<file path="src/rtl/auspl_pkg.sv">
// ----------------------------------------------------------------------------
// auspl_pkg
// Shared types and constants of the access unit splitter.
// ----------------------------------------------------------------------------
package auspl_pkg;

    localparam int BYTE_W     = 8;
    localparam int NAL_W      = 5;
    localparam int MASK_W     = 32;
    localparam int CFG_IDX_W  = 2;
    localparam int CFG_DATA_W = 32;
    localparam int DEPTH      = 4;
    localparam int FILL_W     = 3;

    localparam logic [CFG_IDX_W-1:0] REG_INTRA_TYPE_MASK = 2'd0;
    localparam logic [CFG_IDX_W-1:0] REG_CLOSING_TYPE    = 2'd1;

    localparam logic [MASK_W-1:0] INTRA_TYPE_MASK_RST = 32'd160;
    localparam logic [NAL_W-1:0]  CLOSING_TYPE_RST    = 5'd1;

    localparam logic [BYTE_W-1:0] BYTE_ZERO = 8'h00;
    localparam logic [BYTE_W-1:0] BYTE_ONE  = 8'h01;

    typedef struct packed {
        logic              intra;
        logic              start;
        logic              in_frame;
        logic [BYTE_W-1:0] data;
    } entry_t;

    typedef struct packed {
        logic              valid;
        logic [BYTE_W-1:0] data;
        logic              start;
        logic              intra;
    } result_t;

endpackage

</file>
<file path="src/rtl/auspl_core.sv">
// ----------------------------------------------------------------------------
// auspl_core
// Four-entry byte window with start code detection, frame classification
// and emission of the oldest entry.
// ----------------------------------------------------------------------------
module auspl_core
(
    input  logic                          clk,
    input  logic                          rst_n,
    input  logic                          step,
    input  logic [auspl_pkg::BYTE_W-1:0]  stream_byte,
    input  logic [auspl_pkg::MASK_W-1:0]  intra_type_mask,
    input  logic [auspl_pkg::NAL_W-1:0]   closing_type,
    output auspl_pkg::result_t            result
);

    auspl_pkg::entry_t              pend_reg [auspl_pkg::DEPTH];
    auspl_pkg::entry_t              pend_next [auspl_pkg::DEPTH];
    auspl_pkg::entry_t              mod_entry [auspl_pkg::DEPTH];
    logic [auspl_pkg::FILL_W-1:0]   fill_reg;
    logic [auspl_pkg::FILL_W-1:0]   fill_next;
    logic                           inside_reg;
    logic                           inside_next;
    logic                           intra_reg;
    logic                           intra_next;
    logic [auspl_pkg::NAL_W-1:0]    nal;
    logic                           detect;
    logic                           four_byte;
    logic                           boundary;
    logic                           intra_new;
    logic                           open_frame;
    logic [1:0]                     first_idx;

    always_comb
    begin
        nal       = stream_byte[auspl_pkg::NAL_W-1:0];
        detect    = (fill_reg >= 3'd3) && (pend_reg[0].data == auspl_pkg::BYTE_ONE)
                    && (pend_reg[1].data == auspl_pkg::BYTE_ZERO)
                    && (pend_reg[2].data == auspl_pkg::BYTE_ZERO);
        four_byte = (fill_reg >= 3'd4) && (pend_reg[3].data == auspl_pkg::BYTE_ZERO);
        first_idx = four_byte ? 2'd3 : 2'd2;
        boundary  = !inside_reg || !intra_reg || (nal == closing_type);
        intra_new = intra_type_mask[nal];
        open_frame = detect && boundary;

        for (int k = 0; k < auspl_pkg::DEPTH; k++)
        begin
            mod_entry[k] = pend_reg[k];
            if (open_frame && (2'(k) <= first_idx))
            begin
                mod_entry[k].in_frame = 1'b1;
                mod_entry[k].intra    = intra_new;
                mod_entry[k].start    = (2'(k) == first_idx);
            end
        end

        inside_next = open_frame ? 1'b1 : inside_reg;
        intra_next  = open_frame ? intra_new : intra_reg;

        result.valid = (fill_reg >= 3'd4) && mod_entry[3].in_frame;
        result.data  = mod_entry[3].data;
        result.start = mod_entry[3].start;
        result.intra = mod_entry[3].intra;

        pend_next[0].data     = stream_byte;
        pend_next[0].in_frame = inside_next;
        pend_next[0].intra    = inside_next && intra_next;
        pend_next[0].start    = 1'b0;
        for (int k = 1; k < auspl_pkg::DEPTH; k++)
        begin
            pend_next[k] = mod_entry[k-1];
        end

        fill_next = (fill_reg < 3'd4) ? fill_reg + 3'd1 : fill_reg;
    end

    always_ff @(posedge clk or negedge rst_n)
    begin
        if (!rst_n)
        begin
            for (int k = 0; k < auspl_pkg::DEPTH; k++)
            begin
                pend_reg[k] <= '0;
            end
            fill_reg   <= '0;
            inside_reg <= 1'b0;
            intra_reg  <= 1'b0;
        end
        else if (step)
        begin
            for (int k = 0; k < auspl_pkg::DEPTH; k++)
            begin
                pend_reg[k] <= pend_next[k];
            end
            fill_reg   <= fill_next;
            inside_reg <= inside_next;
            intra_reg  <= intra_next;
        end
    end

endmodule

</file>
<file path="src/rtl/h264_access_unit_splitter_top.sv">
// ----------------------------------------------------------------------------
// h264_access_unit_splitter_top
// Splits an Annex B byte stream into frames, one byte item per cycle.
// ----------------------------------------------------------------------------
// Throughput: one item per cycle, unless a held result stalls the window.
// An accepted item is held in the input register; when it advances into the
// window, the byte it releases (the one four items older) enters the output
// register. Reset clears the window, the frame state and the handshake flags,
// and loads the register defaults.
module h264_access_unit_splitter_top
(
    input  logic                              clk,
    input  logic                              rst_n,
    input  logic                              cfg_we,
    input  logic [auspl_pkg::CFG_IDX_W-1:0]   cfg_index,
    input  logic [auspl_pkg::CFG_DATA_W-1:0]  cfg_data,
    input  logic                              in_valid,
    output logic                              in_ready,
    input  logic [auspl_pkg::BYTE_W-1:0]      stream_byte,
    output logic                              out_valid,
    input  logic                              out_ready,
    output logic [auspl_pkg::BYTE_W-1:0]      frame_byte,
    output logic                              frame_start,
    output logic                              frame_is_intra
);

    logic [auspl_pkg::MASK_W-1:0]  mask_reg;
    logic [auspl_pkg::NAL_W-1:0]   closing_reg;
    logic                          s1_valid_reg;
    logic                          s1_valid_next;
    logic [auspl_pkg::BYTE_W-1:0]  s1_byte_reg;
    logic                          s1_advance;
    logic                          out_valid_reg;
    logic                          out_valid_next;
    logic [auspl_pkg::BYTE_W-1:0]  out_byte_reg;
    logic                          out_start_reg;
    logic                          out_intra_reg;
    auspl_pkg::result_t            res;

    auspl_core u_core
    (
        .clk             (clk),
        .rst_n           (rst_n),
        .step            (s1_advance),
        .stream_byte     (s1_byte_reg),
        .intra_type_mask (mask_reg),
        .closing_type    (closing_reg),
        .result          (res)
    );

    always_comb
    begin
        s1_advance     = s1_valid_reg && (!out_valid_reg || out_ready || !res.valid);
        in_ready       = !s1_valid_reg || s1_advance;
        s1_valid_next  = (in_valid && in_ready) || (s1_valid_reg && !s1_advance);
        out_valid_next = (s1_advance && res.valid) || (out_valid_reg && !out_ready);
    end

    always_ff @(posedge clk or negedge rst_n)
    begin
        if (!rst_n)
        begin
            mask_reg      <= auspl_pkg::INTRA_TYPE_MASK_RST;
            closing_reg   <= auspl_pkg::CLOSING_TYPE_RST;
            s1_valid_reg  <= 1'b0;
            out_valid_reg <= 1'b0;
        end
        else
        begin
            if (cfg_we && (cfg_index == auspl_pkg::REG_INTRA_TYPE_MASK))
            begin
                mask_reg <= cfg_data;
            end
            if (cfg_we && (cfg_index == auspl_pkg::REG_CLOSING_TYPE))
            begin
                closing_reg <= cfg_data[auspl_pkg::NAL_W-1:0];
            end
            s1_valid_reg  <= s1_valid_next;
            out_valid_reg <= out_valid_next;
        end
    end

    always_ff @(posedge clk)
    begin
        if (in_valid && in_ready)
        begin
            s1_byte_reg <= stream_byte;
        end
        if (s1_advance && res.valid)
        begin
            out_byte_reg  <= res.data;
            out_start_reg <= res.start;
            out_intra_reg <= res.intra;
        end
    end

    assign out_valid      = out_valid_reg;
    assign frame_byte     = out_byte_reg;
    assign frame_start    = out_start_reg;
    assign frame_is_intra = out_intra_reg;

`ifndef SYNTHESIS
    a_no_overwrite: assert property (@(posedge clk) disable iff (!rst_n)
        !(s1_advance && res.valid && out_valid_reg && !out_ready))
        else $error("Result register overwritten while still held.");

    a_accept_fills_stage: assert property (@(posedge clk) disable iff (!rst_n)
        (in_valid && in_ready) |=> s1_valid_reg)
        else $error("Accepted item did not reach the input register.");

    a_empty_stage_ready: assert property (@(posedge clk) disable iff (!rst_n)
        !s1_valid_reg |-> in_ready)
        else $error("Input stalled with an empty input register.");
`endif

endmodule
</file>
<file path="config.mk">
export PLATFORM = sky130hd
export DESIGN_NAME = h264_access_unit_splitter_top
export DESIGN_NICKNAME = d
export VERILOG_FILES = /design/src/rtl/auspl_pkg.sv /design/src/rtl/auspl_core.sv /design/src/rtl/h264_access_unit_splitter_top.sv
export SDC_FILE = /design/constraint.sdc
export NUM_CORES = 1
export LEC_CHECK = 0
export ABC_AREA = 1
export BUFFER_PORTS_ARGS = -buffer_cell sky130_fd_sc_hd__buf_2
export CORE_ASPECT_RATIO = 0.5
export CORE_MARGIN = 4
export CORE_UTILIZATION = 40
export CTS_CLUSTER_SIZE = 24
export DETAILED_ROUTE_END_ITERATION = 16
export GPL_TIMING_DRIVEN = 0
export RECOVER_POWER = 100
export SYNTH_ARGS = -nofsm -noshare
export SYNTH_HDL_FRONTEND = slang
export SYNTH_HIERARCHICAL = 1
export SYNTH_SLANG_ARGS = --single-unit
</file>
<file path="constraint.sdc">
create_clock -name clk -period 2.8 [get_ports clk]
set_input_delay 0.14 -clock clk [delete_from_list [all_inputs] [get_ports clk]]
set_output_delay 0.14 -clock clk [all_outputs]
set_load 0.005 [all_outputs]
</file>
Word level (Yosys, flattened, before mapping)
Cells that the tools add are included.
- input port bits: 47
- output and inout bits: 12
- word-level logic and storage cells: 87
- flip-flop bits (word level): 104
- multiplexer cells: 9
- reduce and logical (&&, ||, !) cells: 38
- add/sub/neg operators: 1
- order comparisons: 8
- equal/unequal tests: 6
- operators by type and width (cell ; number):
    8-bit zero test ; 3
    1-bit logical AND ; 18
    3-bit two-way mux ; 4
    8-bit by 1-bit equality test with 1-bit output (second input constant) ; 1
    1-bit zero test ; 7
    1-bit logical OR ; 7
    5-bit by 6-bit < comparator with 1-bit output (second input constant) ; 1
    1-bit binary-select mux with 5-bit select ; 1
    5-bit equality test ; 1
    2-bit equality test (first input constant) ; 2
    1-bit by 2-bit <= comparator with 1-bit output (first input constant) ; 2
    2-bit <= comparator (first input constant) ; 2
    2-bit zero test ; 2
    1-bit two-way mux ; 4
    3-bit by 1-bit adder with 3-bit output (second input constant) ; 1
    3-bit by 2-bit >= comparator with 1-bit output (second input constant) ; 1
    3-bit >= comparator (second input constant) ; 1
    3-bit < comparator (second input constant) ; 1
    1-bit by 2-bit equality test with 1-bit output (first input constant) ; 1
    2-bit by 1-bit equality test with 1-bit output (second input constant) ; 1
    2-bit AND reduction ; 1

Depth between registers and ports, before layout
Gate-level depths: netlist of run 1.
- word-level depth: 14
- mapped depth: 19
- depth with buffers taken out: 18

Cells and area by module
Netlist of run 1, hierarchy kept.
- by module, submodules not included (module ; cells each ; times used ; seq. area each (sq um) ; area an instance (sq um)):
    auspl_core ; 316 ; 1 ; 1101.1 ; 2403.6
    h264_access_unit_splitter_top ; 195 ; 1 ; 1520.2 ; 2157.1

Worst setup path before layout of run 1
No wires, ideal clock.
- path type: reg-to-reg
- start: register u_core/fill_reg[0] in the netlist's numbering
- end: register u_core.pend_reg (netlist bit u_core/mod_entry[36])
- library setup time: 83 ps
- stages on the path, launching flop included: 19
- clock period less this slack: 2418 ps
- path buffers: 2
- arrival: 2335 ps
- slack: 382 ps
- data required time: 2717 ps
- cells stage by stage: dfrtp_1 -> ha_1 -> ha_1 -> nor2_1 -> o21ai_0 -> nand2_1 -> nor2_1 -> nand2_4 -> clkinv_4 -> nand2_2 -> inv_2 -> o21a_1 -> nand3_1 -> nand2_1 -> inv_1 -> buf_1 -> clkbuf_1 -> nand2_1 -> o21ai_0
- RTL lines (item ; line ; text):
    start, declared ; auspl_core.sv:20 ; logic [auspl_pkg::FILL_W-1:0] fill_reg;
    start signal, assigned ; auspl_core.sv:95 ; fill_reg <= fill_next;
    end signal, assigned by index ; auspl_core.sv:93 ; pend_reg[k] <= pend_next[k];
    end, declared ; auspl_core.sv:17 ; auspl_pkg::entry_t pend_reg [auspl_pkg::DEPTH];

==> reports/results.txt, run 1 <==
Post-synthesis compound-gate area fraction: 5.08%
Post-Syn Area: 4560 sq um
Die width: 159 um
Via count: 3,468
First-pass detailed-route iteration total: 4
Syn nets: 561
Starting DRT DRC Count: 236
GRT Residual Overflow: 0
Crit-path max FO: 10
P per Cell Area: 808 nW/um^2
Leading cell type in the layout, fill and taps excluded: nand2_1
Cell mode on critical path: nand2_1
Wire length per cell: 13.2 um
Routed Antenna Nets: 0
Total global-route track usage: 15.6%
Final setup fails: 0
Adder-Cell Fraction of Synth Area: 0.823%
CP Cell Sequence: ha_1 > ha_1 > nor2_1 > o21ai_0 > nand2_1 > nor2_1 > nand2_4 > clkinv_4 > nand2_2 > inv_2 > o21a_1 > nand3_1 > nand2_1 > inv_1 > inv_1 > buf_2 > a21oi_1 > nand2_1 > nand2_1
Netlist cell types: 34
Failing checks: capacitance limit, slew limit
Initial antenna violation count: 0
Pin count of the biggest net entering global routing: 48
Leakage: 0.00270 uW
Synth top area cells: dfrtp_1, nand2_1, edfxtp_1
Final worst slack: 0.292 ns
F_max: 0.399 GHz
Status: finished, violations left
Placer Congestion: 0.771
Slew HR: -43.4%
Least-Margin Pin Slew: 2.15 ns
Hold WC Path Type: in2reg
CP peak stage delay: 0.39 ns
TritonCTS clock tree: done
Via density: 4.68
Mean post-synth cell area: 8.92 sq um
Core area: 11,000 sq um
CTS Buffer Depth: 2
Synth area leader: dfrtp_1
Tmin final: 2.51 ns
Worst skew pair latency: 0.35 ns
Crit Reg-Reg Startpoint: u_core/fill_reg[0]
Worst path slowest cell: dfrtp_1
Total CTS buffers: 9
Inserted Diodes: 0
Max-slew violations: 37
RSZ-0062 raised after global routing: false
Multiplexer area fraction after synthesis: 0%
Routed WL: 9.76 mm
Setup crit end kind: flop
CP startpoint kind: flop
Cells after Synth: 511
Sequential share of the synthesized area: 57.5%
Clock Pin Slew Worst Setup and Hold Paths: 0.07 ns
Yosys warnings: 6
Nets: 641
Yosys top cell area share: 43.9%
Clock root buffer: clkbuf_16
Max reg flops: 32
Final Hold Vio Count: 0
Vert. Die Dim: 83.5 um
Worst Clk Skew: 0.00811 ns
Fin area: 5410 sq um
Hold_sp: cfg_data[7]
Most frequent cells in the layout: nand2_1, dfrtp_1, nand3_1
Largest family of logic cells by synthesized area: simple AND/OR/NAND/NOR gates
Tcrit/Tclk final: 89.6%
CTS Sinks: 101
Synth Area in XOR/XNOR: 0.741%
Worst slack, placed: -0.118 ns
Arrival @ worst endpoint: 2.79 ns
Worst IR Drop VDD: 0.302 mV
Synth-to-layout area growth: 18.7%
H-tree depth: 3
Vias in the first global route: 3,485
MaxCap Viol Count: 1
Synth Area in Simple Gates: 27.5%
Row cnt: 27
Dpl cell area: 5060 sq um
Dpl hpwl: 6.95 mm
DRC Markers: 0
Crit Path Class: reg2reg
Data required, critical path: 3.08 ns
Worst setup startpoint: u_core/fill_reg[0]
First-pass GRT wire length: 16.8 mm
Layout cells sized above 1: 18.1%
Num ports: 59
IO buf count: 58
Flops & latches, synth: 101
Die area: 13,300 sq um
Starting Density: 41.3%
## power breakdown
part           leakage, uW  internal [uW]  total, uW  switching, uW
logic              0.00136            405        994            589
clock network     0.000146            698       1250            557
registers          0.00119           1920       2130            206
## layer usage
| layer | GRT usage [%] | share of wire, % | vias up | wire (um) |
|---|---|---|---|---|
| li1 | - | - | 1797 | - |
| met1 | 21.6 | 49 | 1608 | 4810 |
| met2 | 24.3 | 46 | 56 | 4490 |
| met3 | 4.19 | 3.9 | 7 | 385 |
| met4 | 4.72 | 0.72 | 0 | 70 |
| met5 | 0 | 0 | - | 0 |
## per-stage QoR
step	hold slack, ns	std cells	power (uW)	setup TNS, ns	utilization (%)
6_report	0.0115	741	4380	0	49.0
5_1_grt	0.0153	741	4700	0	49.0
3_5_place_dp	0.142	715	3170	-1.05	45.8
3_3_place_gp	0.318	714	3130	-0.947	45.6
4_1_cts	0.00697	741	4440	0	49.5
2_1_floorplan	-0.156	511	2810	0	-
## critical path: cells and delay by family, from the launching register on
family	cells	cell delay, ns
adder cells (fa/ha/maj)	2	0.39
buffers and inverters	5	0.49
flip-flops	1	0.39
AND/OR/NAND/NOR	9	0.68
AO/OA/AOI/OAI	3	0.48
## logic make-up after synthesis
family	count (synthesis)
AOI/OAI and AO/OA	44
xor gates and xnor gates	3
adders and majority gates	3
buffers and inverters	69
DFF	101
and+or+nand+nor	291
## cells in the mapped netlist
master,number
xor2_1,1
nor3_1,2
o21ai_0,30
xnor2_1,1
o22ai_1,1
inv_2,3
and2_1,1
nand2_1,184
inv_8,1
buf_4,17
o21bai_1,1
nand3_1,64
nor2_1,19
dfrtp_1,80
nand2_4,2
nor2_2,2
ha_1,3
clkbuf_1,8
nor2_4,1
a31oi_1,1
edfxtp_1,18
a21oi_1,7
a21oi_2,1
nand2_2,5
inv_1,32
nand4_1,8
nand3_2,3
clkinv_4,1
buf_1,1
o21ai_1,2
xor2_2,1
o21a_1,1
buf_6,6
dfstp_2,3
## final timing paths
| path | slack (ns) | endpoint | cells past startpoint |
|---|---|---|---|
| setup / recovery | 0.29 | u_core/pend_reg[43] | 19 |
| hold / removal | 0.01 | mask_reg[7] | 3 |
| setup reg to reg | 0.29 | u_core/pend_reg[43] | 19 |
| hold reg to reg | 0.45 | u_core/mod_entry[40] | 2 |
| max in group asynchronous | 0.60 | mask_reg[24] | 2 |
| min in group asynchronous | 0.96 | out_valid | 2 |
## area by class of cell
cell class,count,area [sq um]
multi-input cells,341,1540
fillers,1088,5630
clock inverters,7,73.8
repair buffers,69,403
clock buffers,9,225
plain buffers,32,220
inverters,37,151
flip-flops and latches,101,2620
well taps,145,181
## what timing repair did
| item | CTS | global route |
|---|---|---|
| hold endpoints to repair | 42 | 0 |
| gates resized for setup | 2 | 16 |
| hold buffers | 10 | 0 |
| buffers inserted | 0 | 0 |
| setup endpoints to repair | 10 | 38 |
Power figures use the tool's default switching activity.
==> run 2, diff against run 1 <==
--- a/config.mk
+++ b/config.mk
@@ -7,12 +7,16 @@
 export LEC_CHECK = 0
 export ABC_AREA = 1
 export BUFFER_PORTS_ARGS = -buffer_cell sky130_fd_sc_hd__buf_2
+export CELL_PAD_IN_SITES_DETAIL_PLACEMENT = 1
+export CELL_PAD_IN_SITES_GLOBAL_PLACEMENT = 1
 export CORE_ASPECT_RATIO = 0.5
 export CORE_MARGIN = 4
 export CORE_UTILIZATION = 40
 export CTS_CLUSTER_SIZE = 24
 export DETAILED_ROUTE_END_ITERATION = 16
 export GPL_TIMING_DRIVEN = 0
+export HOLD_SLACK_MARGIN = 0.02
+export PLACE_DENSITY_LB_ADDON = 0.1
 export RECOVER_POWER = 100
 export SYNTH_ARGS = -nofsm -noshare
 export SYNTH_HDL_FRONTEND = slang
==> run 2 against run 1 <==
The run now ends clean. Utilization up 0.53 points. Worst setup slack worse by 0.049 ns. Clock power is essentially flat. Register-to-register slack worse by 0.05 ns. Power up 1.1%. First-iteration DRC count shrank 34%.
==> reports/results.txt, run 2 (synthesis gave the netlist of run 1 again) <==
GRT Residual Overflow: 0 (unchanged)
Crit-path max FO: 8 (was 10)
CP Cell Sequence: ha_1 > ha_1 > nor2_1 > o21ai_0 > nand2_1 > nor2_1 > nand2_4 > clkinv_4 > nand2_2 > inv_2 > o21a_1 > nand4_1 > nand2_1 > inv_1 (was ha_1 > ha_1 > nor2_1 > o21ai_0 > nand2_1 > nor2_1 > nand2_4 > clkinv_4 > nand2_2 > inv_2 > o21a_1 > nand3_1 > nand2_1 > inv_1 > inv_1 > buf_2 > a21oi_1 > nand2_1 > nand2_1)
H-tree depth: 3 (unchanged)
Max-slew violations: 0 (was 37)
Dpl hpwl: 7.98 mm (was 6.95 mm)
Worst skew pair latency: 0.34 ns (was 0.35 ns)
Arrival @ worst endpoint: 2.56 ns (was 2.79 ns)
Routed WL: 11.2 mm (was 9.76 mm)
Fin area: 5470 sq um (was 5410 sq um)
Hold WC Path Type: in2reg (unchanged)
Nets: 648 (was 641)
Via density: 4.79 (was 4.68)
DRC Markers: 0 (unchanged)
Max reg flops: 32 (unchanged)
Most frequent cells in the layout: nand2_1, dfrtp_1, nand3_1 (unchanged)
Hold_sp: cfg_data[27] (was cfg_data[7])
Final Hold Vio Count: 0 (unchanged)
First-pass detailed-route iteration total: 4 (unchanged)
Die width: 159 um (unchanged)
Leakage: 0.00272 uW (was 0.00270 uW)
Dpl cell area: 5060 sq um (unchanged)
Seq pwr share: 48.3% (was 48.6%)
Clock root buffer: clkbuf_16 (unchanged)
Worst Clk Skew: 0.00658 ns (was 0.00811 ns)
Final setup fails: 0 (unchanged)
# Post-CTS Setup Buffers: 0 (unchanged)
Via count: 3,585 (was 3,468)
CP peak stage delay: 0.38 ns (was 0.39 ns)
Starting Density: 41.3% (unchanged)
Worst IR Drop VDD: 0.355 mV (was 0.302 mV)
Clock share of power: 28.5% (was 28.7%)
Core Util, Final: 49.5% (was 49.0%)
Inst Count DP: 715 (unchanged)
Clock Pin Slew Worst Setup and Hold Paths: 0.07 ns (about the same)
TritonCTS clock tree: done (unchanged)
Vias in the first global route: 3,827 (was 3,485)
Sw Ratio: 31.6% (was 30.9%)
Crit Path Class: reg2reg (unchanged)
Total CTS buffers: 9 (unchanged)
Core area: 11,000 sq um (unchanged)
Leading cell type in the layout, fill and taps excluded: nand2_1 (unchanged)
Initial antenna violation count: 0 (unchanged)
Slew HR: 25.6% (was -43.4%)
Setup crit end kind: flop (unchanged)
Cell Int Power: 3030 uW (was 3020 uW)
Inserted Diodes: 0 (unchanged)
Wire length per cell: 14.9 um (was 13.2 um)
P per Cell Area: 809 nW/um^2 (was 808 nW/um^2)
Num ports: 59 (unchanged)
Total global-route track usage: 17.8% (was 15.6%)
Vert. Die Dim: 83.5 um (unchanged)
RSZ-0062 raised after global routing: false (unchanged)
CTS Sinks: 101 (unchanged)
Tcrit/Tclk final: 91.3% (was 89.6%)
Pin count of the biggest net entering global routing: 64 (was 48)
Status: complete, no violations (was finished, violations left)
Layout cells sized above 1: 18.4% (was 18.1%)
Worst path slowest cell: dfrtp_1 (unchanged)
Kind of cell adding the most delay to the critical path: simple AND/OR/NAND/NOR gates (unchanged)
Psw: 1400 uW (was 1350 uW)
Synth-to-layout area growth: 20.0% (was 18.7%)
Setup_tns: 0 ns (unchanged)
Worst setup startpoint: u_core/fill_reg[0] (unchanged)
Routed Antenna Nets: 0 (unchanged)
Final Power: 4430 uW (was 4380 uW)
CP startpoint kind: flop (unchanged)
CTS Buffer Depth: 2 (unchanged)
Fin cells: 748 (was 741)
Crit path buffers/inverters: 3 (was 5)
Least-Margin Pin Slew: 1.12 ns (was 2.15 ns)
MaxCap Viol Count: 0 (was 1)
Tmin final: 2.56 ns (was 2.51 ns)
Crit Reg-Reg Startpoint: u_core/fill_reg[0] (unchanged)
Row cnt: 27 (unchanged)
Gate power share: 23.2% (was 22.7%)
IO buf count: 58 (unchanged)
Die area: 13,300 sq um (unchanged)
Data required, critical path: 2.80 ns (was 3.08 ns)
Starting DRT DRC Count: 155 (was 236)
Placer Congestion: 0.739 (was 0.771)
F_max: 0.391 GHz (was 0.399 GHz)
First-pass GRT wire length: 19.2 mm (was 16.8 mm)
run 2: changes by cell type in the layout (fill, tap and decap cells not counted), sizes merged:
cell	previous run	this run
clkinvlp	1	2
clkinv	4	3
buf	62	60
clkbuf	38	40
dlygate4sd3	10	17
run 2: cell type report:
| type | instances | area [sq um] |
|---|---|---|
| Multi-Input combinational cell | 341 | 1540 |
| Buffer | 32 | 223 |
| Inverter | 37 | 151 |
| Timing Repair Buffer | 76 | 453 |
| Fill cell | 1324 | 5570 |
| Clock inverter | 7 | 73.8 |
| Sequential cell | 101 | 2620 |
| Clock buffer | 9 | 225 |
| Tap cell | 145 | 181 |
run 2: final timing paths:
check                                        to  slack [ns]  cells past startpoint
max                              s1_byte_reg[1]        0.24                     14
min                                mask_reg[27]        0.03                      3
max reg2reg                      s1_byte_reg[1]        0.24                     14
min reg2reg                u_core/mod_entry[40]        0.45                      2
max in group asynchronous           mask_reg[2]        0.69                      3
min in group asynchronous          s1_valid_reg        0.54                      2
run 2: stage by stage:
stage | setup slack (ns) | hold WS, ns
3_3_place_gp | -0.181 | 0.317
4_1_cts | 0.0203 | 0.0204
5_1_grt | 0.00846 | 0.0247
2_1_floorplan | 0.382 | -0.156
6_report | 0.243 | 0.0278
3_5_place_dp | -0.225 | 0.0518
run 2: what timing repair did:
action	in CTS	in global routing
gates resized for setup	2	20
pin swaps	0	0
endpoints found under the setup margin	12	40
hold buffers	17	0
hold endpoints to repair	36	0
run 2: power by group through the flow:
stage | clock network, uW | logic [uW] | registers (uW)
finish | 1260 | 1030 | 2140
global route | 1360 | 1200 | 2190
CTS | 1300 | 1060 | 2140
detailed placement | 0 | 1040 | 2170
global placement | 0 | 994 | 2150
floorplan | 0 | 691 | 2120
run 2: worst reg2reg max path: stages, from the launching register on:
cell,delay (ns)
dfrtp_1,0.38
ha_1,0.20
ha_1,0.17
nor2_1,0.08
o21ai_0,0.14
nand2_1,0.10
nor2_1,0.06
nand2_4,0.11
clkinv_4,0.08
nand2_2,0.09
inv_2,0.03
o21a_1,0.20
nand4_1,0.15
nand2_1,0.10
inv_1,0.31
run 2: per-layer routing:
metal  routed length [um]  GRT usage [%]
met5                    0              0
met4                  117           4.09
met3                  415           4.19
met2                 5230           29.7
met1                 5380           23.7
==> run 3, diff against run 2 <==
--- a/config.mk
+++ b/config.mk
@@ -10,15 +10,14 @@
 export CELL_PAD_IN_SITES_DETAIL_PLACEMENT = 1
 export CELL_PAD_IN_SITES_GLOBAL_PLACEMENT = 1
 export CORE_ASPECT_RATIO = 0.5
-export CORE_MARGIN = 4
+export CORE_MARGIN = 2
 export CORE_UTILIZATION = 40
 export CTS_CLUSTER_SIZE = 24
 export DETAILED_ROUTE_END_ITERATION = 16
 export GPL_TIMING_DRIVEN = 0
-export HOLD_SLACK_MARGIN = 0.02
+export HOLD_SLACK_MARGIN = 0.05
 export PLACE_DENSITY_LB_ADDON = 0.1
 export RECOVER_POWER = 100
 export SYNTH_ARGS = -nofsm -noshare
 export SYNTH_HDL_FRONTEND = slang
-export SYNTH_HIERARCHICAL = 1
 export SYNTH_SLANG_ARGS = --single-unit
==> run 3 against run 2 <==
Wire length shrank 5.5%. Synthesized cell count is 11% lower. Sequential power down 10%. Clock power decreased by 10%. Sequential cell count shrank 2. Design area fell by 0.98%.
==> reports/results.txt, run 3 <==
DRC Markers: 0 (unchanged)
R2r worst-path depth: 14 (unchanged)
Starting Density: 41.6% (was 41.3%)
Tmin final: 2.54 ns (was 2.56 ns)
Via count: 3,343 (was 3,585)
Crit Path Class: reg2reg (unchanged)
Multi-input logic area: 1500 sq um (was 1540 sq um)
Yosys top cell area share: 45.3% (was 43.9%)
# Post-CTS Setup Buffers: 0 (unchanged)
H-tree depth: 3 (unchanged)
Num ports: 59 (unchanged)
Die area: 11,700 sq um (was 13,300 sq um)
Final Hold Vio Count: 0 (unchanged)
Cells after Synth: 453 (was 511)
GRT Residual Overflow: 0 (unchanged)
Routed WL: 10.5 mm (was 11.2 mm)
Worst Clk Skew: 0.00716 ns (was 0.00658 ns)
Clock Pin Slew Worst Setup and Hold Paths: 0.07 ns (about the same)
Asr flop ratio synth: 81.8% (was 82.2%)
CP Cell Sequence: inv_2 > ha_1 > nor2_1 > nand2_1 > nand4_1 > nor2_2 > nand3_2 > nand2_2 > nand3_2 > nand2_4 > inv_4 > buf_6 > nand2_2 > clkinvlp_4 (was ha_1 > ha_1 > nor2_1 > o21ai_0 > nand2_1 > nor2_1 > nand2_4 > clkinv_4 > nand2_2 > inv_2 > o21a_1 > nand4_1 > nand2_1 > inv_1)
Crit Reg-Reg Startpoint: u_core.fill_reg[2] (was u_core/fill_reg[0])
Inserted Diodes: 0 (unchanged)
Mean post-synth cell area: 9.51 sq um (was 8.92 sq um)
Synth-to-layout area growth: 25.8% (was 20.0%)
CTS Sinks: 99 (was 101)
Worst IR Drop VDD: 0.291 mV (was 0.355 mV)
Kind of cell adding the most delay to the critical path: simple AND/OR/NAND/NOR gates (unchanged)
Data required, critical path: 2.87 ns (was 2.80 ns)
Final setup fails: 0 (unchanged)
First-pass detailed-route iteration total: 4 (unchanged)
Initial antenna violation count: 0 (unchanged)
Total global-route track usage: 20.3% (was 17.8%)
Yosys warnings: 0 (was 6)
Number of flops mapped to enable cells by yosys: 18 (unchanged)
Sequential share of the synthesized area: 59.7% (was 57.5%)
Slew HR: 22.0% (was 25.6%)
Netlist cell types: 28 (was 34)
Worst skew pair latency: 0.34 ns (about the same)
Clock root buffer: clkbuf_16 (unchanged)
Syn nets: 503 (was 561)
F_max: 0.394 GHz (was 0.391 GHz)
Hold path depth: 3 (unchanged)
IO buf count: 58 (unchanged)
FF+latch area: 2570 sq um (was 2620 sq um)
Ys flop type: dfrtp_1 (unchanged)
Crit-path max FO: 10 (was 8)
Layout cells sized above 1: 19.9% (was 18.4%)
Crit path buffers/inverters: 4 (was 3)
Vias in the first global route: 3,576 (was 3,827)
Most frequent cells in the layout: nand2_1, dfrtp_1, buf_2 (was nand2_1, dfrtp_1, nand3_1)
Die width: 151 um (was 159 um)
Core area: 10,300 sq um (was 11,000 sq um)
Leading cell type in the layout, fill and taps excluded: nand2_1 (unchanged)
Hold WC Path Type: in2reg (unchanged)
Row cnt: 26 (was 27)
Synth top area cells: dfrtp_1, nand2_1, edfxtp_1 (unchanged)
Starting DRT DRC Count: 109 (was 155)
Reg-to-reg setup timing slack: 0.26 ns (was 0.24 ns)
Fillers: 1,211 (was 1,324)
Routed Antenna Nets: 0 (unchanged)
Wire length per cell: 14.9 um (about the same)
Tcrit/Tclk final: 90.5% (was 91.3%)
Post-Syn Area: 4310 sq um (was 4560 sq um)
Nets: 613 (was 648)
Vert. Die Dim: 77.4 um (was 83.5 um)
Core Util, Final: 52.4% (was 49.5%)
Most frequent cell after synthesis: nand2_1 (unchanged)
Total CTS buffers: 9 (unchanged)
Synth top cells by count: nand2_1, dfrtp_1, nand3_1 (unchanged)
CP startpoint kind: flop (unchanged)
CP peak stage delay: 0.43 ns (was 0.38 ns)
Max-slew violations: 0 (unchanged)
Setup crit end kind: flop (unchanged)
First-pass GRT wire length: 18.1 mm (was 19.2 mm)
MaxCap Viol Count: 0 (unchanged)
Least-Margin Pin Slew: 1.17 ns (was 1.12 ns)
Status: complete, no violations (unchanged)
Fin area: 5420 sq um (was 5470 sq um)
Crit path depth: 14 (unchanged)
Leakage: 0.00268 uW (was 0.00272 uW)
Dpl cell area: 4800 sq um (was 5060 sq um)
Placer Congestion: 0.716 (was 0.739)
Worst setup startpoint: u_core.fill_reg[2] (was u_core/fill_reg[0])
CTS Buffer Depth: 2 (unchanged)
Hold_sp: cfg_data[1] (was cfg_data[27])
Synth area leader: dfrtp_1 (unchanged)
RSZ-0062 raised after global routing: false (unchanged)
Worst path slowest cell: dfrtp_1 (unchanged)
Pin count of the biggest net entering global routing: 61 (was 64)
Via density: 4.72 (was 4.79)
Arrival @ worst endpoint: 2.60 ns (was 2.56 ns)
TritonCTS clock tree: done (unchanged)
P per Cell Area: 682 nW/um^2 (was 809 nW/um^2)
Flops & latches, synth: 99 (was 101)
Max reg flops: 32 (unchanged)
Setup_tns: 0 ns (unchanged)
Dpl hpwl: 6.86 mm (was 7.98 mm)
==> run 3: cell count changes in the layout (fill, tap and decap cells not counted), moves of 3 or more <==
cell           change
a21oi_1            -7
buf_6              -3
clkbuf_2           -6
clkbuf_1           +3
dlygate4sd3_1     +22
nand4_1            -5
mux2_2            +27
buf_2              +4
clkbuf_4           -8
o21ai_0            -6
buf_4              -5
nand3_1           -31
nand2_1            -5
nand2_2            -3
==> run 3: power breakdown <==
group / switching (uW) / internal [uW] / leakage, uW
combinational: 354 / 293 / 0.00137
clock: 510 / 624 / 0.000133
sequential: 170 / 1750 / 0.00117
total: 1030 / 2660 / 0.00268
==> run 3: cells by family (layout without fill, tap and decap cells) <==
| kind of cell | Yosys count | in the layout | share of synthesized area (%) |
|---|---|---|---|
| simple gates | 247 | 247 | 23.5 |
| fa+ha+maj | 3 | 3 | 0.872 |
| mux | 27 | 27 | 7.06 |
| xor+xnor | 2 | 2 | 0.407 |
| compound gates | 25 | 25 | 2.93 |
| buf+inv | 50 | 165 | 5.49 |
| flops | 99 | 99 | 59.7 |
==> run 3: cell type report <==
| class | count | share of cell area, % |
|---|---|---|
| clock buffers | 13 | 4.62 |
| inverters | 36 | 2.61 |
| clock inverters | 3 | 0.277 |
| flip-flops and latches | 99 | 47.4 |
| multi-input cells | 304 | 27.8 |
| repair inverters | 1 | 0.139 |
| plain buffers | 14 | 1.41 |
| well taps | 140 | 3.23 |
| repair buffers | 98 | 12.5 |
==> run 3: final timing paths <==
check | endpoint
setup / recovery | frame_start
hold / removal | closing_reg[1]
setup reg to reg | frame_start
hold reg to reg | u_core.mod_entry[39]
max in group asynchronous | mask_reg[26]
min in group asynchronous | mask_reg[3]
==> run 3: metal layers <==
layer | GRT usage (%) | share of wire [%] | routed length [um]
met4 | 4.30 | 0.81 | 85
met3 | 5.06 | 3.3 | 343
met1 | 27.3 | 49 | 5110
met5 | 0 | 0 | 0
met2 | 33.7 | 47 | 4990
==> run 3: timing repair <==
| action | CTS | global route |
|---|---|---|
| gates resized for setup | 0 | 4 |
| hold endpoints to repair | 59 | 0 |
| hold buffers | 39 | 0 |
| endpoints found under the setup margin | 0 | 10 |
==> run 3: stage by stage <==
stage | hold slack, ns | power (uW) | worst slack (ns) | instances
finish | 0.0798 | 3700 | 0.265 | 708
global route | 0.0992 | 3930 | 0.0579 | 708
CTS | 0.0713 | 3750 | 0.128 | 707
detailed placement | 0.0555 | 2560 | 0.145 | 652
global placement | 0.316 | 2530 | 0.180 | 651
floorplan | -0.156 | 2320 | 0.648 | 453
==> run 3: worst reg2reg max path: stages, from the launching register on <==
cell        delay, ns
dfrtp_1          0.43
inv_2            0.13
ha_1             0.16
nor2_1           0.04
nand2_1          0.09
nand4_1          0.11
nor2_2           0.21
nand3_2          0.14
nand2_2          0.11
nand3_2          0.13
nand2_4          0.16
inv_4            0.08
buf_6            0.15
nand2_2          0.13
clkinvlp_4       0.19
